**config.mk**
```make
export PLATFORM = sky130hd
export DESIGN_NAME = double_ended_queue
export DESIGN_NICKNAME = d
export VERILOG_FILES = /design/src/design/dq_pkg.sv /design/src/design/double_ended_queue.sv /design/src/design/dq_ram.sv /design/src/design/dq_ctrl.sv
export SDC_FILE = /design/constraint.sdc
export NUM_CORES = 1
export LEC_CHECK = 0
export BUFFER_PORTS_ARGS = -buffer_cell sky130_fd_sc_hd__buf_2
export CELL_PAD_IN_SITES_DETAIL_PLACEMENT = 0
export CELL_PAD_IN_SITES_GLOBAL_PLACEMENT = 1
export CORE_MARGIN = 5
export CORE_UTILIZATION = 47
export CTS_CLUSTER_DIAMETER = 100
export DETAILED_ROUTE_END_ITERATION = 7
export GPL_TIMING_DRIVEN = 0
export PLACE_DENSITY = 0.69
export SYNTH_ARGS = -nofsm -noshare
export SYNTH_HDL_FRONTEND = slang
export SYNTH_SLANG_ARGS = --single-unit
```
**constraint.sdc**
```tcl
create_clock -name clk -period 8.28 [get_ports clk]
set_clock_uncertainty 0.1 [all_clocks]
set_input_delay 0.414 -clock clk [delete_from_list [all_inputs] [get_ports clk]]
set_output_delay 0.414 -clock clk [all_outputs]
set_load 0.05 [all_outputs]
```
**src/design/dq_pkg.sv**
```systemverilog
// ---------------------------------------------------------------------------
// dq_pkg
// Types and constants shared by the double-ended queue modules.
// ---------------------------------------------------------------------------
`default_nettype none

package dq_pkg;

  localparam int unsigned OpW    = 3;
  localparam int unsigned WordW  = 32;
  localparam int unsigned PosW   = 4;
  localparam int unsigned CountW = 5;
  localparam int unsigned InW    = 40;
  localparam int unsigned OutW   = 40;

  typedef enum logic [OpW-1:0] {
    OP_PUSH_FRONT = 3'd0,
    OP_PUSH_BACK  = 3'd1,
    OP_POP_FRONT  = 3'd2,
    OP_POP_BACK   = 3'd3,
    OP_READ_AT    = 3'd4
  } dq_op_t;

  typedef enum logic [1:0] {
    ST_OK    = 2'd0,
    ST_EMPTY = 2'd1,
    ST_FULL  = 2'd2,
    ST_RANGE = 2'd3
  } dq_status_t;

  // result bookkeeping while the memory read is in flight
  typedef struct packed {
    logic              valid;
    logic              use_rd;
    dq_status_t        status;
    logic [CountW-1:0] count;
  } dq_pend_t;

endpackage

`default_nettype wire

```
**src/design/double_ended_queue.sv**
```systemverilog
// ---------------------------------------------------------------------------
// double_ended_queue
// Bounded deque of data words kept in a single-port ring buffer.
// ---------------------------------------------------------------------------
// Usage:
//   Input channel in_*: one command beat carries an op (push front, push
//   back, pop front, pop back, read at position), a data word and a
//   position. Output channel out_*: one result beat per command with the
//   word popped or read, a status code and the entry count after the op.
//   Path: a taken command loads the read stage (result bookkeeping and the
//   store's read register), which then loads the result register.
//   Throughput: one command per cycle; the entry store is touched at most
//   once per command (one write or one read) on its single port, so commands
//   flow back to back while results are drained.
//   Stall: when out_tready is low the result sits in the output register;
//   one more result may wait in the read stage, after which in_tready drops.
//   Reset: rst_n low empties the queue (front pointer and count cleared)
//   and drops out_tvalid. Store contents are not cleared; empty slots are
//   never read.
// ---------------------------------------------------------------------------
`default_nettype none

module double_ended_queue
  import dq_pkg::*;
#(
  parameter int unsigned DEPTH      = 16,
  parameter int unsigned DATA_WIDTH = 32
) (
  input  wire logic            clk,
  input  wire logic            rst_n,
  input  wire logic            in_tvalid,
  output logic                 in_tready,
  // [2:0] op, [34:3] data_in, [38:35] position, [39] zero
  input  wire logic [InW-1:0]  in_tdata,
  output logic                 out_tvalid,
  input  wire logic            out_tready,
  // [31:0] data_out, [33:32] status, [38:34] entry_count, [39] zero
  output logic      [OutW-1:0] out_tdata
);

  localparam int unsigned SW = (DATA_WIDTH < WordW) ? DATA_WIDTH : WordW;
  localparam int unsigned IW = $clog2(DEPTH);
  localparam int unsigned CW = $clog2(DEPTH + 1);

  logic             accept;
  logic             adv;
  logic             mem_we, mem_re;
  logic [IW-1:0]    mem_addr;
  logic [SW-1:0]    mem_wdata;
  logic [SW-1:0]    mem_rdata_r;
  dq_pend_t         pend_r;

  logic              out_valid_r, out_valid_nxt;
  logic [WordW-1:0]  out_data_r, out_data_nxt;
  dq_status_t        out_status_r, out_status_nxt;
  logic [CountW-1:0] out_count_r, out_count_nxt;

  assign adv       = pend_r.valid && (!out_valid_r || out_tready);
  assign in_tready = !pend_r.valid || adv;
  assign accept    = in_tvalid && in_tready;

  dq_ctrl #(
    .DEPTH (DEPTH),
    .SW    (SW),
    .IW    (IW),
    .CW    (CW)
  ) u_ctrl (
    .clk       (clk),
    .rst_n     (rst_n),
    .accept    (accept),
    .adv       (adv),
    .op        (in_tdata[2:0]),
    .data_in   (in_tdata[34:3]),
    .position  (in_tdata[38:35]),
    .mem_we    (mem_we),
    .mem_re    (mem_re),
    .mem_addr  (mem_addr),
    .mem_wdata (mem_wdata),
    .pend_r    (pend_r)
  );

  dq_ram #(
    .DEPTH (DEPTH),
    .WIDTH (SW),
    .IW    (IW)
  ) u_ram (
    .clk     (clk),
    .we      (mem_we),
    .re      (mem_re),
    .addr    (mem_addr),
    .wdata   (mem_wdata),
    .rdata_r (mem_rdata_r)
  );

  always_comb begin
    out_valid_nxt  = out_valid_r;
    out_data_nxt   = out_data_r;
    out_status_nxt = out_status_r;
    out_count_nxt  = out_count_r;
    if (out_tready) begin
      out_valid_nxt = 1'b0;
    end
    if (adv) begin
      out_valid_nxt  = 1'b1;
      out_data_nxt   = pend_r.use_rd ? WordW'(mem_rdata_r) : '0;
      out_status_nxt = pend_r.status;
      out_count_nxt  = pend_r.count;
    end
  end

  always_ff @(posedge clk) begin
    if (!rst_n) begin
      out_valid_r <= 1'b0;
    end else begin
      out_valid_r <= out_valid_nxt;
    end
  end

  always_ff @(posedge clk) begin
    out_data_r   <= out_data_nxt;
    out_status_r <= out_status_nxt;
    out_count_r  <= out_count_nxt;
  end

  assign out_tvalid = out_valid_r;
  assign out_tdata  = {1'b0, out_count_r, out_status_r, out_data_r};

endmodule

`default_nettype wire

```
**src/design/dq_ram.sv**
```systemverilog
// ---------------------------------------------------------------------------
// dq_ram
// Single-port entry store, synchronous write, registered read.
// ---------------------------------------------------------------------------
`default_nettype none

module dq_ram #(
  parameter int unsigned DEPTH = 16,
  parameter int unsigned WIDTH = 32,
  parameter int unsigned IW    = 4
) (
  input  wire logic             clk,
  input  wire logic             we,
  input  wire logic             re,
  input  wire logic [IW-1:0]    addr,
  input  wire logic [WIDTH-1:0] wdata,
  output logic      [WIDTH-1:0] rdata_r
);

  logic [WIDTH-1:0] mem [DEPTH];

  always_ff @(posedge clk) begin
    if (we) begin
      mem[addr] <= wdata;
    end
    if (re) begin
      rdata_r <= mem[addr];
    end
  end

endmodule

`default_nettype wire

```
**src/design/dq_ctrl.sv**
```systemverilog
// ---------------------------------------------------------------------------
// dq_ctrl
// Ring pointers, operation decode and memory access generation.
// ---------------------------------------------------------------------------
`default_nettype none

module dq_ctrl
  import dq_pkg::*;
#(
  parameter int unsigned DEPTH = 16,
  parameter int unsigned SW    = 32,
  parameter int unsigned IW    = 4,
  parameter int unsigned CW    = 5
) (
  input  wire logic             clk,
  input  wire logic             rst_n,
  input  wire logic             accept,
  input  wire logic             adv,
  input  wire logic [OpW-1:0]   op,
  input  wire logic [WordW-1:0] data_in,
  input  wire logic [PosW-1:0]  position,
  output logic                  mem_we,
  output logic                  mem_re,
  output logic      [IW-1:0]    mem_addr,
  output logic      [SW-1:0]    mem_wdata,
  output dq_pend_t              pend_r
);

  localparam int unsigned SumW = IW + 1;
  localparam int unsigned CmpW = CW + PosW;

  logic [IW-1:0] front_r, front_nxt;
  logic [CW-1:0] occ_r, occ_nxt;
  dq_pend_t      pend_nxt;
  logic [IW-1:0] offset;
  logic [SumW-1:0] sum;
  logic [IW-1:0] slot;
  logic [IW-1:0] front_dec;
  logic [IW-1:0] front_inc;
  logic          full, empty, out_of_range;
  logic          we_c, re_c;
  dq_status_t    status_c;
  logic [IW-1:0] addr_c;

  assign full         = (occ_r == CW'(DEPTH));
  assign empty        = (occ_r == '0);
  assign out_of_range = (CmpW'(position) >= CmpW'(occ_r));
  assign front_dec    = (front_r == '0) ? IW'(DEPTH - 1) : front_r - IW'(1);
  assign front_inc    = (front_r == IW'(DEPTH - 1)) ? '0 : front_r + IW'(1);

  always_comb begin
    offset = '0;
    case (dq_op_t'(op))
      OP_PUSH_BACK: offset = IW'(occ_r);
      OP_POP_BACK:  offset = IW'(occ_r - CW'(1));
      OP_READ_AT:   offset = IW'(position);
      default:      offset = '0;
    endcase
  end

  assign sum  = {1'b0, front_r} + {1'b0, offset};
  assign slot = (sum >= SumW'(DEPTH)) ? IW'(sum - SumW'(DEPTH)) : IW'(sum);

  always_comb begin
    we_c      = 1'b0;
    re_c      = 1'b0;
    addr_c    = slot;
    status_c  = ST_OK;
    front_nxt = front_r;
    occ_nxt   = occ_r;
    case (dq_op_t'(op))
      OP_PUSH_FRONT: begin
        if (full) begin
          status_c = ST_FULL;
        end else begin
          we_c      = 1'b1;
          addr_c    = front_dec;
          front_nxt = front_dec;
          occ_nxt   = occ_r + CW'(1);
        end
      end
      OP_PUSH_BACK: begin
        if (full) begin
          status_c = ST_FULL;
        end else begin
          we_c    = 1'b1;
          occ_nxt = occ_r + CW'(1);
        end
      end
      OP_POP_FRONT: begin
        if (empty) begin
          status_c = ST_EMPTY;
        end else begin
          re_c      = 1'b1;
          addr_c    = front_r;
          front_nxt = front_inc;
          occ_nxt   = occ_r - CW'(1);
        end
      end
      OP_POP_BACK: begin
        if (empty) begin
          status_c = ST_EMPTY;
        end else begin
          re_c    = 1'b1;
          occ_nxt = occ_r - CW'(1);
        end
      end
      OP_READ_AT: begin
        if (empty) begin
          status_c = ST_EMPTY;
        end else if (out_of_range) begin
          status_c = ST_RANGE;
        end else begin
          re_c = 1'b1;
        end
      end
      default: begin
      end
    endcase
  end

  assign mem_we    = accept && we_c;
  assign mem_re    = accept && re_c;
  assign mem_addr  = addr_c;
  assign mem_wdata = SW'(data_in);

  always_comb begin
    pend_nxt = pend_r;
    if (adv) begin
      pend_nxt.valid = 1'b0;
    end
    if (accept) begin
      pend_nxt.valid  = 1'b1;
      pend_nxt.use_rd = re_c;
      pend_nxt.status = status_c;
      pend_nxt.count  = CountW'(occ_nxt);
    end
  end

  always_ff @(posedge clk) begin
    if (!rst_n) begin
      front_r <= '0;
      occ_r   <= '0;
      pend_r  <= '0;
    end else begin
      if (accept) begin
        front_r <= front_nxt;
        occ_r   <= occ_nxt;
      end
      pend_r <= pend_nxt;
    end
  end

endmodule

`default_nettype wire

```
==> flow_summary.yaml, run 1 <==
critical_path:
  crit_buf_inv: 4
  cp-end-kind: "flip-flop"
  reg2reg_slack_ns: 2.32
  crit_arrival_ns: 6.17
  worstReg2RegEnd: "u_ram.mem[2][18]"
  crit_slowest_cell: "nor3_2"
  r2r_cells: 15
  cp_top_family: "simple AND/OR/NAND/NOR gates"
  worstPathMaxFanout: 10
  cp_num_cells: 15
  crit_chain: "inv_1 -> ha_1 -> nand2_1 -> o21ai_0 -> o21ai_0 -> fa_1 -> xnor2_1 -> nor3_1 -> o21a_1 -> nor3_2 -> o211ai_1 -> clkbuf_1 -> nor3_2 -> buf_6 -> buf_6"
  required_ns: 8.49
  critical_path_class: "reg -> reg"
  start_kind: "flip-flop"
  max_stage_delay_ns: 0.80
logic_synthesis:
  ys_top_cells_by_area: "edfxtp_1 (75%), a22o_1 (3.3%), a22oi_1 (3.2%)"
  syn-num-nets: 1437
  synth_seq_cells: 597
  netlist_instances: 1380
  syn_area_um2: 23300
  synthArstFlopShare: 0
  ys_warn_count: 0
  ys_types: 58
  yosys.area.top_type: "edfxtp_1"
  yosys.area.top_type_share: 0.751
  synth_edf_count: 583
  syn-mean-instance-area_um2: 16.9
  synthFlopType: "edfxtp_1"
  yosysSeqAreaShare: 0.763
clock_tree:
  cts_sinks: 597
  clkLatencyLatePin_ns: 0.62
  numCtsBuffers: 59
  cts_tree: "yes"
  cts_root_buf: "clkbuf_16"
  cts.clk_slew.worst_paths_ns: 0.06
  post-cts-setup-buffers: 0
  clk_path_buf_depth: 3
  htreeDepth: 2
worst_hold_path:
  hp-start: "rst_n"
  min_delay_worst_endpoint: "u_ctrl.front_r[1]"
  hold_path_class: "in -> reg"
  whs_path_depth: 2
pwr:
  ir_drop_mv: 0.165
  p_total_mw: 6.82
  leakage_nw: 9.00
  powerDensity_nw_per_um2: 252
job:
  drv_cap: 0
sta:
  fmax_mhz: 168
  hold_viol: 0
  max_slew_margin: 0.148
  min_period_ns: 5.96
  rsz0062_at_grt: "false"
  slew_violations: 0
  finalSetupViolations: 0
  fin_hold_ws_ns: 0.0185
  tightest_slew_ns: 1.27
  fin_crit_sh: 0.719
global_routing:
  grt_max_degree: 28
  grt_overflow_total: 0
  antenna_found_initial: 2
  grt_pass1_wl_mm: 89.1
  grt.total_usage: 0.223
  grt_pass1_vias: 13376
drt:
  avgRoutedWirePerCell_um: 26.4
  vias: 13587
  ant_nets: 0
  routed_via_density: 5.95
  first_iter_violations: 1356
  routed_wl_mm: 60.4
  firstDrtPassIters: 5
  route.detailed.drc: 0
placement:
  routabilityCongestion: 0.823
  hpwl_mm: 41.1
  portBuffers: 81
floorplanning:
  rows: 81
  die_height_um: 233
  io_pins: 86
  initial_core_util: 0.475
  die-width_um: 233
  core-area_um2: 49100
  die_area_um2: 54200
layout:
  final_nets: 1630
  drive_gt1_frac: 0.186
  layout_common_cells: "edfxtp_1 (583), a22oi_1 (99), buf_2 (96), a22o_1 (88), clkbuf_1 (81)"
  final_common_cell: "edfxtp_1"
  area_growth_pct: 16.3
run_status:
  status: "completed"
## worst register-to-register path, stage by stage, from the launching register on
cell	delay, ns
dfxtp_1	0.51
inv_1	0.14
ha_1	0.34
nand2_1	0.06
o21ai_0	0.11
o21ai_0	0.18
fa_1	0.45
xnor2_1	0.27
nor3_1	0.07
o21a_1	0.21
nor3_2	0.72
o211ai_1	0.74
clkbuf_1	0.49
nor3_2	0.80
buf_6	0.29
buf_6	0.19
## Yosys cell counts (28+ instances only)
master	number
and3_1	49
a21oi_1	59
a22oi_1	99
a21o_1	35
and2_1	40
a221oi_2	30
edfxtp_1	583
clkbuf_1	64
o211ai_1	60
a22o_1	88
nand2_1	28
## per-layer routing
layer	vias to the layer above	GRT usage	part of all wire
li1	6064	-	-
met5	-	0	0
met1	6939	0.314	0.42
met2	500	0.368	0.48
met4	0	0.0583	0.026
met3	84	0.0331	0.066
## layout make-up
cell class | instances | area, um^2
diodes | 1 | 2.50
plain buffers | 101 | 503
clock buffers | 77 | 1570
clock inverters | 31 | 240
fillers | 3910 | 21900
inverters | 9 | 33.8
multi-input cells | 673 | 5110
flip-flops and latches | 597 | 17800
well taps | 664 | 831
repair buffers | 132 | 1040
## power breakdown
part	leakage [nW]	internal, mW	switching [mW]
registers	5.38	3.37	0.0113
clock network	0.884	1.42	1.10
logic	2.73	0.305	0.614
total	9.00	5.10	1.73
## metrics by stage
stage	instance area (um^2)	setup TNS (ns)	util	worst slack [ns]	cells
floorplan	23300	0	-	2.21	1380
global placement	24600	-438.49	0.501	-1.76	2125
detailed placement	25300	0	0.516	1.89	2175
CTS	27100	0	0.553	2.31	2284
global route	27100	0	0.553	2.00	2284
finish	27100	0	0.553	2.32	2285
## repair_timing
action / CTS / global route
hold buffers: 1 / 0
hold endpoints to repair: 1 / 0
resized for setup: 0 / 0
## sequential cells by signal, summed over array words and instances (netlist names), named ones only
register,flops
u_ctrl.pend_r,4
out_count_r,5
u_ram.mem,512
u_ctrl.front_r,4
out_tvalid,1
out_data_r,32
u_ram.rdata_r,32
out_status_r,2
## how the worst max path moves through the flow
| stage | from | end | slack [ns] |
|---|---|---|---|
| floorplan | in_tdata[1] | u_ram.mem[2][0] | 2.21 |
| global placement | in_tdata[1] | u_ram.mem[0][6] | -1.76 |
| detailed placement | in_tdata[1] | u_ram.mem[2][6] | 1.89 |
| CTS | flip-flop | u_ram.mem[2][18] | 2.31 |
| global route | flip-flop | u_ram.mem[2][18] | 2.00 |
| finish | flip-flop | u_ram.mem[2][18] | 2.32 |
## logic make-up after synthesis
kind of cell | count (synthesis) | share of synthesized area
DFF | 597 | 0.763
and+or+nand+nor | 198 | 0.0493
buffers and inverters | 110 | 0.0230
other | 1 | 0.000161
muxes | 2 | 0.000858
adders and majority gates | 13 | 0.00730
AOI/OAI and AO/OA | 448 | 0.153
xor gates and xnor gates | 11 | 0.00413
(Power assumes the default switching activity.)
==> run 2: changes to the inputs <==
Settings changed: PLACE_DENSITY 0.69 to 0.72.
Clock period 8.28 ns to 5.1 ns, I/O delays scaled along.
==> run 2 against run 1 <==
Total power is 67% higher. Non-clock buffer count is 45 higher. Global-route usage is 0.86 points higher. Via count is 3.0% higher. Register-to-register slack worse by 2.0 ns. Worst setup slack worse by 2.0 ns. Combinational power is 69% higher. Die area stayed put. Worst hold slack better by 0.096 ns. First-iteration DRC count is 17% higher. Highest routed layer unchanged.
==> flow_summary.yaml, run 2 (synthesis gave the netlist of run 1 again) <==
run_status:
  status: "completed"
floorplanning:
  die-width_um: 233
  io_pins: 86
  rows: 81
  core-area_um2: 49100
  initial_core_util: 0.475
  die_area_um2: 54200
  die_height_um: 233
sta:
  tightest_slew_ns: 1.16
  fin_hold_ws_ns: 0.115
  min_period_ns: 4.81
  fin_tns_setup_ns: 0
  finalSetupViolations: 0
  fin_crit_sh: 0.943
  slew_violations: 0
  max_slew_margin: 0.225
  fmax_mhz: 208
  hold_viol: 0
  rsz0062_at_grt: "false"
global_routing:
  use_met3: 0.0406
  grt.total_usage: 0.231
  grt_max_degree: 24
  grt_pass1_vias: 13825
  antenna_found_initial: 1
  grt-busiest-layer: "met2"
  grt_overflow_total: 0
  use_met2: 0.359
  use_met1: 0.333
  grt_pass1_wl_mm: 91.9
pwr:
  clkPwrFrac: 0.382
  pwr-share-comb: 0.136
  powerDensity_nw_per_um2: 407
  ir_drop_mv: 0.279
  p_int_mw: 8.50
  leakage_nw: 9.48
  swShare: 0.254
  p_seq_frac: 0.482
  power_switching_mw: 2.90
clock_tree:
  htreeDepth: 2
  cts_sinks: 597
  cts_root_buf: "clkbuf_16"
  clkLatencyLatePin_ns: 0.62
  cts.clk_slew.worst_paths_ns: 0.06
  cts_tree: "yes"
  clk_path_buf_depth: 3
  numCtsBuffers: 61
drt:
  firstDrtPassIters: 7
  routed_via_density: 5.99
  vias: 13996
  ant_nets: 0
  avgRoutedWirePerCell_um: 26.7
  routed_wl_mm: 62.4
  first_iter_violations: 1580
  route.detailed.drc: 0
critical_path:
  cp-end-kind: "flip-flop"
  crit_arrival_ns: 5.17
  worstReg2RegEnd: "u_ram.rdata_r[19]"
  start_kind: "flip-flop"
  worstPathMaxFanout: 10
  max_stage_delay_ns: 0.58
  cp_common_cell: "o21ai_0"
  required_ns: 5.46
  reg2reg_slack_ns: 0.29
  crit_chain: "inv_1 -> ha_1 -> nand2_1 -> o21ai_0 -> o21ai_0 -> fa_1 -> or2_2 -> a211oi_2 -> and2_1 -> buf_2 -> clkbuf_1 -> a22oi_1 -> a211o_1 -> nand4_1"
  critical_path_class: "reg -> reg"
  crit_slowest_cell: "clkbuf_1"
  r2r_cells: 14
layout:
  final_nets: 1677
  layout_common_cells: "edfxtp_1 (583), a22oi_1 (99), buf_2 (96), a22o_1 (88), clkbuf_16 (63)"
  largestRegisters: "u_ram.mem x512, out_data_r x32, u_ram.rdata_r x32"
  area_growth_pct: 20.2
  final_cells: 2337
  n_fill_cell: 3847
  largest-register: "u_ram.mem"
  utilization: 0.572
  seqCellArea_um2: 17800
  multi_input_area_um2: 5180
  final_common_cell: "edfxtp_1"
  drive_gt1_frac: 0.199
  largest_reg_flops: 512
  stdcell_area_um2: 28000
placement:
  dp.cells: 2161
  portBuffers: 81
  hpwl_mm: 41.1
  placed_area_um2: 25400
  routabilityCongestion: 0.802
worst_hold_path:
  whs_path_depth: 4
  hold_path_class: "in -> reg"
  hp-start: "in_tdata[2]"
job:
  drv_cap: 0
==> run 2: how the worst max path moves through the flow <==
stage                      from           endpoint  slack [ns]  cells past startpoint
floorplan           in_tdata[1]    u_ram.mem[2][0]       -0.81                     14
global placement    in_tdata[1]    u_ram.mem[2][5]       -4.71                     14
detailed placement  in_tdata[1]    u_ram.mem[0][7]       -0.96                     15
CTS                   flip-flop   u_ram.mem[8][31]        0.02                     12
global route          flip-flop  u_ram.rdata_r[19]      0.0009                     14
finish                flip-flop  u_ram.rdata_r[19]        0.29                     14
==> run 2: repair_timing <==
action                     4_1_cts  5_1_grt
hold endpoints to repair       517        0
buffers inserted                 9       16
pin swaps                        7        8
hold buffers                    37        0
resized for setup                6       15
setup endpoints to repair      395      254
==> run 2: power groups by stage <==
stage | combinational (mW) | clock (mW) | sequential, mW
finish | 1.55 | 4.35 | 5.49
global route | 1.66 | 4.62 | 5.49
CTS | 1.54 | 4.42 | 5.49
detailed placement | 1.51 | 0 | 5.59
global placement | 1.45 | 0 | 5.60
floorplan | 0.863 | 0 | 5.64
==> run 2: per-stage QoR <==
stage               worst slack (ns)  power, mW
detailed placement            -0.959       7.10
CTS                           0.0196       11.5
finish                         0.290       11.4
global placement               -4.71       7.05
global route                0.000874       11.8
floorplan                     -0.813       6.50
==> run 2: area by class of cell <==
class,instances,share of cell area
well taps,664,0.0296
diodes,2,0.000179
clock inverters,44,0.0125
inverters,9,0.00121
clock buffers,70,0.0572
flip-flops and latches,597,0.634
plain buffers,99,0.0181
multi-input cells,673,0.185
repair buffers,179,0.0619
==> run 2: worst max-delay path: cells and delay by family, from the launching register on <==
family / cells / cell delay (ns)
adder cells (fa/ha/maj): 2 / 0.91
AO/OA/AOI/OAI: 5 / 1.43
buffers and inverters: 3 / 0.94
AND/OR/NAND/NOR: 4 / 0.73
flip-flops: 1 / 0.54
==> run 2: layer usage <==
layer  vias to the layer above  part of all wire
met5                         -                 0
met4                         0             0.035
li1                       6152                 -
met3                       123             0.083
met2                       635              0.46
met1                      7086              0.42
